==> config.mk <==
export PLATFORM = sky130hd
export DESIGN_NAME = pvt_div
export DESIGN_NICKNAME = d
export VERILOG_FILES = /design/src/rtl/pvt_pkg.sv /design/src/rtl/pvt_div.sv
export SDC_FILE = /design/constraint.sdc
export NUM_CORES = 2
export LEC_CHECK = 0
export BUFFER_PORTS_ARGS = -buffer_cell sky130_fd_sc_hd__buf_2
export CAP_MARGIN = 20
export CORE_UTILIZATION = 45
export CTS_CLUSTER_SIZE = 12
export DETAILED_ROUTE_END_ITERATION = 8
export SYNTH_ARGS = -nofsm -noshare
export SYNTH_HDL_FRONTEND = slang
export SYNTH_SLANG_ARGS = --single-unit
==> constraint.sdc <==
create_clock -name clk -period 10.4 [get_ports clk]
set_clock_uncertainty 0.15 [all_clocks]
set_input_delay 1.04 -clock clk [delete_from_list [all_inputs] [get_ports clk]]
set_output_delay 1.04 -clock clk [all_outputs]
set_load 0.03 [all_outputs]
==> src/rtl/pvt_pkg.sv <==
package pvt_pkg;

	// Fixed field widths.
	localparam int unsigned COORD_W = 24;
	localparam int unsigned ANGLE_W = 16;
	localparam int unsigned PIXEL_W = 16;
	localparam int unsigned CFG_IDX_W = 2;

	// Register indexes on the configuration port.
	localparam logic [CFG_IDX_W-1:0] REG_OFF_X = 2'd0;
	localparam logic [CFG_IDX_W-1:0] REG_OFF_Y = 2'd1;
	localparam logic [CFG_IDX_W-1:0] REG_OFF_Z = 2'd2;
	localparam logic [CFG_IDX_W-1:0] REG_ANGLE = 2'd3;

	// Default screen size.
	localparam int unsigned SCREEN_WIDTH_DEF = 640;
	localparam int unsigned SCREEN_HEIGHT_DEF = 480;

	// Divider: quotient bits resolved, one per stage, and its total latency.
	localparam int unsigned DIV_QW = 17;
	localparam int unsigned DIV_LAT = DIV_QW + 2;

	// Quarter-wave sine samples, full scale 65536.
	function automatic logic [16:0] sine_tbl(input logic [5:0] k);
		logic [16:0] r;
		case (k)
			6'd0: r = 17'd0;
			6'd1: r = 17'd3216;
			6'd2: r = 17'd6424;
			6'd3: r = 17'd9616;
			6'd4: r = 17'd12785;
			6'd5: r = 17'd15924;
			6'd6: r = 17'd19024;
			6'd7: r = 17'd22078;
			6'd8: r = 17'd25080;
			6'd9: r = 17'd28020;
			6'd10: r = 17'd30893;
			6'd11: r = 17'd33692;
			6'd12: r = 17'd36410;
			6'd13: r = 17'd39040;
			6'd14: r = 17'd41576;
			6'd15: r = 17'd44011;
			6'd16: r = 17'd46341;
			6'd17: r = 17'd48559;
			6'd18: r = 17'd50660;
			6'd19: r = 17'd52639;
			6'd20: r = 17'd54491;
			6'd21: r = 17'd56212;
			6'd22: r = 17'd57798;
			6'd23: r = 17'd59244;
			6'd24: r = 17'd60547;
			6'd25: r = 17'd61705;
			6'd26: r = 17'd62714;
			6'd27: r = 17'd63572;
			6'd28: r = 17'd64277;
			6'd29: r = 17'd64827;
			6'd30: r = 17'd65220;
			6'd31: r = 17'd65457;
			6'd32: r = 17'd65536;
			default: r = 17'd0;
		endcase
		return r;
	endfunction

	// Interpolated sine of a binary angle, signed Q1.16.
	function automatic logic signed [17:0] sine_of(input logic [ANGLE_W-1:0] a);
		logic [1:0] quad;
		logic [14:0] ww;
		logic [5:0] idx;
		logic [8:0] frac;
		logic [16:0] t0;
		logic [16:0] t1;
		logic [25:0] ip;
		logic [16:0] mag;
		quad = a[15:14];
		ww = quad[0] ? (15'd16384 - {1'b0, a[13:0]}) : {1'b0, a[13:0]};
		idx = ww[14:9];
		frac = ww[8:0];
		t0 = sine_tbl(idx);
		t1 = sine_tbl(idx + 6'd1);
		ip = 26'(t1 - t0) * 26'(frac) + 26'd256;
		if (idx >= 6'd32) begin
			mag = 17'd65536;
		end else begin
			mag = t0 + 17'(ip >> 9);
		end
		return quad[1] ? -$signed({1'b0, mag}) : $signed({1'b0, mag});
	endfunction

	// Clamp a wide signed value to the Q7.16 range.
	function automatic logic signed [COORD_W-1:0] sat24(input logic signed [42:0] v);
		logic signed [COORD_W-1:0] r;
		if (v > 43'sd8388607) begin
			r = 24'sh7FFFFF;
		end else if (v < -43'sd8388608) begin
			r = 24'sh800000;
		end else begin
			r = COORD_W'(v);
		end
		return r;
	endfunction

endpackage

==> src/rtl/pvt_div.sv <==
module pvt_div #(
	parameter int unsigned NW = 36,
	parameter int unsigned DW = 25
) (
	input  logic                 clk,
	input  logic                 en,
	input  logic signed [NW-1:0] num,
	input  logic        [DW-1:0] den,
	output logic signed [15:0]   quo
);

	localparam int unsigned QW = pvt_pkg::DIV_QW;
	localparam int unsigned CW = NW + DW + QW;

	logic [NW-1:0] rem_s [QW+1];
	logic [DW-1:0] den_s [QW+1];
	logic [QW-1:0] q_s [QW+1];
	logic          neg_s [QW+1];
	logic          ovf_s [QW+1];
	logic [NW-1:0] mag;

	// Magnitude of the numerator; the negated most negative value reads right unsigned.
	assign mag = num[NW-1] ? NW'(-num) : NW'(num);

	// Entry stage: split sign, flag quotients beyond the resolved bits.
	always_ff @(posedge clk) begin
		if (en) begin
			rem_s[0] <= mag;
			den_s[0] <= den;
			q_s[0] <= '0;
			neg_s[0] <= num[NW-1];
			ovf_s[0] <= CW'(mag) >= (CW'(den) << QW);
		end
	end

	// One restoring step per stage, most significant quotient bit first.
	for (genvar k = 0; k < QW; k++) begin : g_step
		logic [CW-1:0] trial;
		logic          ge;
		assign trial = CW'(den_s[k]) << (QW - 1 - k);
		assign ge = CW'(rem_s[k]) >= trial;
		always_ff @(posedge clk) begin
			if (en) begin
				rem_s[k+1] <= ge ? NW'(CW'(rem_s[k]) - trial) : rem_s[k];
				den_s[k+1] <= den_s[k];
				q_s[k+1] <= {q_s[k][QW-2:0], ge};
				neg_s[k+1] <= neg_s[k];
				ovf_s[k+1] <= ovf_s[k];
			end
		end
	end

	// Apply the sign and clamp to the 16 bit pixel range.
	always_ff @(posedge clk) begin
		if (en) begin
			if (neg_s[QW]) begin
				if (ovf_s[QW] || q_s[QW] > QW'(32768)) begin
					quo <= 16'sh8000;
				end else begin
					quo <= 16'(-$signed({1'b0, q_s[QW]}));
				end
			end else begin
				if (ovf_s[QW] || q_s[QW] > QW'(32767)) begin
					quo <= 16'sh7FFF;
				end else begin
					quo <= 16'(q_s[QW]);
				end
			end
		end
	end

endmodule

Word level (Yosys, flattened, before mapping)
Memory sizes are Yosys's and may differ from the RTL's.
Cells that the tools add are included.
{ "totals": {"mem_bits_rw": 1440, "in_bits": 63, "memories": 5, "regBits": 16, "wordCells": 70, "output_inout_bits": 16} }
{ "op_classes": {"n_reduce_logical": 2, "addsub": 19, "mux": 23, "order_cmp": 20} }
{ "mem_list": {"columns": ["memory", "words", "width", "rd", "rd_clocked_by_memory_dff", "wr", "line_no", "rtl"], "rows": [
  ["rem_s", 18, 36, 17, 0, 18, "pvt_div.sv:15", "logic [NW-1:0] rem_s [QW+1];"],
  ["den_s", 18, 25, 17, 0, 18, "pvt_div.sv:16", "logic [DW-1:0] den_s [QW+1];"],
  ["q_s", 18, 17, 18, 0, 18, "pvt_div.sv:17", "logic [QW-1:0] q_s [QW+1];"],
  ["neg_s", 18, 1, 18, 0, 18, "pvt_div.sv:18", "logic neg_s [QW+1];"],
  ["ovf_s", 18, 1, 18, 0, 18, "pvt_div.sv:19", "logic ovf_s [QW+1];"]
]} }
{ "op_table": {"columns": ["operator", "n"], "rows": [
  ["36-bit two-way mux", 18],
  ["36-bit subtractor", 6],
  ["16-bit two-way mux", 3],
  ["36-bit by 42-bit >= comparator with 1-bit output", 1],
  ["36-bit by 41-bit >= comparator with 1-bit output", 1],
  ["36-bit by 40-bit >= comparator with 1-bit output", 1],
  ["36-bit by 39-bit >= comparator with 1-bit output", 1],
  ["36-bit by 38-bit >= comparator with 1-bit output", 1],
  ["36-bit by 37-bit >= comparator with 1-bit output", 1],
  ["36-bit by 25-bit >= comparator with 1-bit output", 1],
  ["36-bit by 26-bit >= comparator with 1-bit output", 1],
  ["36-bit by 27-bit >= comparator with 1-bit output", 1],
  ["36-bit by 28-bit >= comparator with 1-bit output", 1],
  ["36-bit by 29-bit >= comparator with 1-bit output", 1],
  ["36-bit by 30-bit >= comparator with 1-bit output", 1],
  ["36-bit by 31-bit >= comparator with 1-bit output", 1],
  ["36-bit by 32-bit >= comparator with 1-bit output", 1],
  ["36-bit by 33-bit >= comparator with 1-bit output", 1],
  ["36-bit by 34-bit >= comparator with 1-bit output", 1],
  ["36-bit by 35-bit >= comparator with 1-bit output", 1],
  ["36-bit >= comparator", 1],
  ["36-bit negator", 1],
  ["36-bit by 25-bit subtractor with 36-bit output", 1],
  ["36-bit by 26-bit subtractor with 36-bit output", 1],
  ["other kinds (14)", 16]
]} }

Longest topological paths before layout
An unclocked memory read counts as a cell.
{ "logic_depth": {"ltp_word": 5, "ltp_mapped": 18, "ltp_nobuf": 18} }

Worst setup path before layout
No wires, ideal clock.
{ "synth_timing": {"kind": "input -> register", "startpoint": "in num[4]", "endpoint": "mem ovf_s[0], data pin", "required_time_ps": 9993, "path_buffers": 0, "cell_stages": 18, "setup_time_ps": 257, "arrival_time_ps": 4498, "path_slack_ps": 5496, "cell_sequence": "or4_4 > nor4_4 > or4b_4 > or2_1 > nand2b_4 > or3_4 > nand2_1 > xnor2_1 > ha_1 > a21o_1 > a21oi_1 > nor2b_1 > o21ai_0 > nand2b_1 > a21oi_1 > o21ai_0 > a22oi_1 > nand2_1"} }
{ "synth_rtl": {"columns": ["item", "line_no", "rtl"], "rows": [
  ["start, declared", "pvt_div.sv:7", "input logic signed [NW-1:0] num,"],
  ["end, declared", "pvt_div.sv:19", null]
]} }

==> flow_summary.yaml <==
worst_setup_path:
  cpMaxStageDelayCell: "nor4_1"
  rrSetupSlack_ps: 5930
  crit_fanout: 5
  critPathKind: "in -> reg"
  crit_chain: "buf_2, or4_4, nor4_4, or4b_4, or2_1, nand2b_4, or3_4, o31ai_4, xnor2_1, ha_1, nand3_1, nor4_1, nand4b_1, nor4_1, nand3_1, nand2_1"
  crit_arrival_ps: 5360
  cp-end-kind: "flop"
  slowest_delay_ps: 610
  start_kind: "input port"
  crit_required_ps: 10870
logic_synthesis:
  yosysTopAreaCell: "edfxtp_1"
  synth_ff_type: "edfxtp_1"
  syn_area_um2: 65100
  avgSynthCellArea_um2: 11.9
  ys_seq_area_frac: 0.573
  ys_warn_count: 0
  synth-seq-cells: 1242
  async_flop_share: 0
  synth_top_cell_area_share: 0.573
  yosys.cell_types.count: 82
  synth_edf_count: 1242
  synth_area_leaders: "edfxtp_1 (57%), ha_1 (8.3%), a21oi_1 (3.2%)"
  syn_inst: 5464
  syn_nets: 5975
global_route:
  gr-max-usage-layer: "met2"
  overflow: 0
  track_usage: 0.183
  grt_pass1_vias: 41200
  met2_usage: 0.351
  grtUsageMet3: 0.0247
  antenna_found_initial: 0
  grt_pass1_wl_um: 214000
  grt_use_met1: 0.202
  grt_max_degree: 194
die:
  start_util: 0.453
  die_w_um: 382
  core-area_um2: 144000
  dieHeight_um: 382
  dieArea_um2: 146000
  ios: 79
  rows: 139
outcome:
  outcome: "finished with violations"
  violations: "DRC"
placement:
  dpl.hpwl_um: 101000
  portBuffers: 78
  dp_slack_ps: 4790
  gp_congestion: 0.888
timing:
  setup_viol: 0
  slew_viol_final: 0
  holdWs_ps: 263
  fmax_mhz: 205
  setup_ws_ps: 5520
  relSlewSlack: 0.235
  fin_crit_ps: 4880
  rsz0062_at_grt: "no"
  hold_viol: 0
  fin_crit_sh: 0.469
  fin_tns_setup_ps: 0
  tightestPinTransition_ps: 1150
cts:
  path_clk_slew_ps: 60
  post_cts_buffers: 0
  cts_sinks: 1242
  cts_buffers: 141
  holdBufCountCts: 0
  root_buffer: "clkbuf_16"
  cts_buffer_depth: 3
  cts_resized: 0
  htreeDepth: 4
  clkLatencyLatePin_ps: 770
  cts_tree: "yes"
detailed_routing:
  wl_per_cell_um: 17.6
  antenna_left: 0
  via_per_inst: 5.37
  drt_iter0_markers: 2204
  vias: 40900
  wl_um: 134000
  drt-pass1-iter-count: 8
  remaining_drc_errors: 6
final_layout:
  drive_above_1_share: 0.0901
  final_cell_mix: "edfxtp_1 (1242), inv_1 (546), ha_1 (432), a21oi_1 (420), nor2_1 (331)"
  final_nets: 6132
  area_growth_pct: 11.4
  final_common_cell: "edfxtp_1"
  diodes: 0
worst_hold_path:
  hold_class: "reg -> reg"
pwr:
  p_leak_uw: 0.0286
  powerDensity_nw_per_um2: 244
  vdd_drop_max_uv: 130
run:
  maxCapViolCount: 0
## cells by family (layout without fill, tap and decap cells)
family	Yosys count	after routing	share of synthesized area
buffers and inverters	643	897	0.0373
adder cells (fa/ha/maj)	448	448	0.0879
XOR/XNOR	391	391	0.0526
flip-flops	1242	1242	0.573
multiplexers	163	163	0.0279
AO/OA/AOI/OAI	1321	1321	0.127
AND/OR/NAND/NOR	1256	1256	0.0949
## routing by layer
metal / vias to the layer above / part of all wire
met2: 609 / 0.54
li1: 20500 / -
met1: 19600 / 0.40
met4: 0 / 0.032
met5: - / 0
met3: 238 / 0.028
## worst paths after layout
| path | start | to | cells after the start |
|---|---|---|---|
| setup / recovery | num[4] | ovf_s[0] | 16 |
| hold / removal | q_s[16][2] | q_s[17][3] | 0 |
| setup reg to reg | den_s[7][1] | rem_s[8][14] | 11 |
| hold reg to reg | q_s[16][2] | q_s[17][3] | 0 |
## final cells by class
| cell class | instances | area [µm²] |
|---|---|---|
| multi-input combinational | 3579 | 25500 |
| timing repair buffer | 110 | 701 |
| sequential | 1242 | 37300 |
| tap | 1903 | 2380 |
| fill | 12600 | 71100 |
| inverter | 547 | 2050 |
| clock inverter | 75 | 927 |
| clock buffer | 165 | 3660 |
## synth_stat cells (74+ instances only)
master and n:
a21o_1 189, a21oi_1 422, clkbuf_1 80, edfxtp_1 1242, ha_1 432, inv_1 546
mux2_2 149, nand2_1 326, nand3_1 81, nor2_1 332, nor2b_1 74, nor3_1 84
o21ai_0 310, xnor2_1 239, xor2_1 152
## where the power goes
group | internal, µW | switching [µW]
clock | 2910 | 2000
sequential | 6720 | 468
combinational | 2430 | 3170
## per-stage QoR
stage | instance area [µm²] | cells | total power, µW | util
finish | 72500 | 7621 | 17700 | 0.505
global route | 72500 | 7621 | 18800 | 0.505
CTS | 72500 | 7620 | 17800 | 0.505
detailed placement | 67900 | 7380 | 12900 | 0.473
global placement | 67900 | 7379 | 12800 | 0.473
floorplan | 65100 | 5464 | 11400 | -
## worst max-delay path, delay by kind of cell
kind | cells | cell delay, ps
AOI/OAI and AO/OA | 1 | 230
and+or+nand+nor | 12 | 3520
xor gates and xnor gates | 1 | 120
buffers and inverters | 1 | 120
adders and majority gates | 1 | 310
## registers in the layout (all words and copies together) (netlist names)
signal,count
rem_s,612
den_s,425
q_s,153
neg_s,18
ovf_s,18
quo,16
No activity file was read; power rests on OpenSTA's default activity.
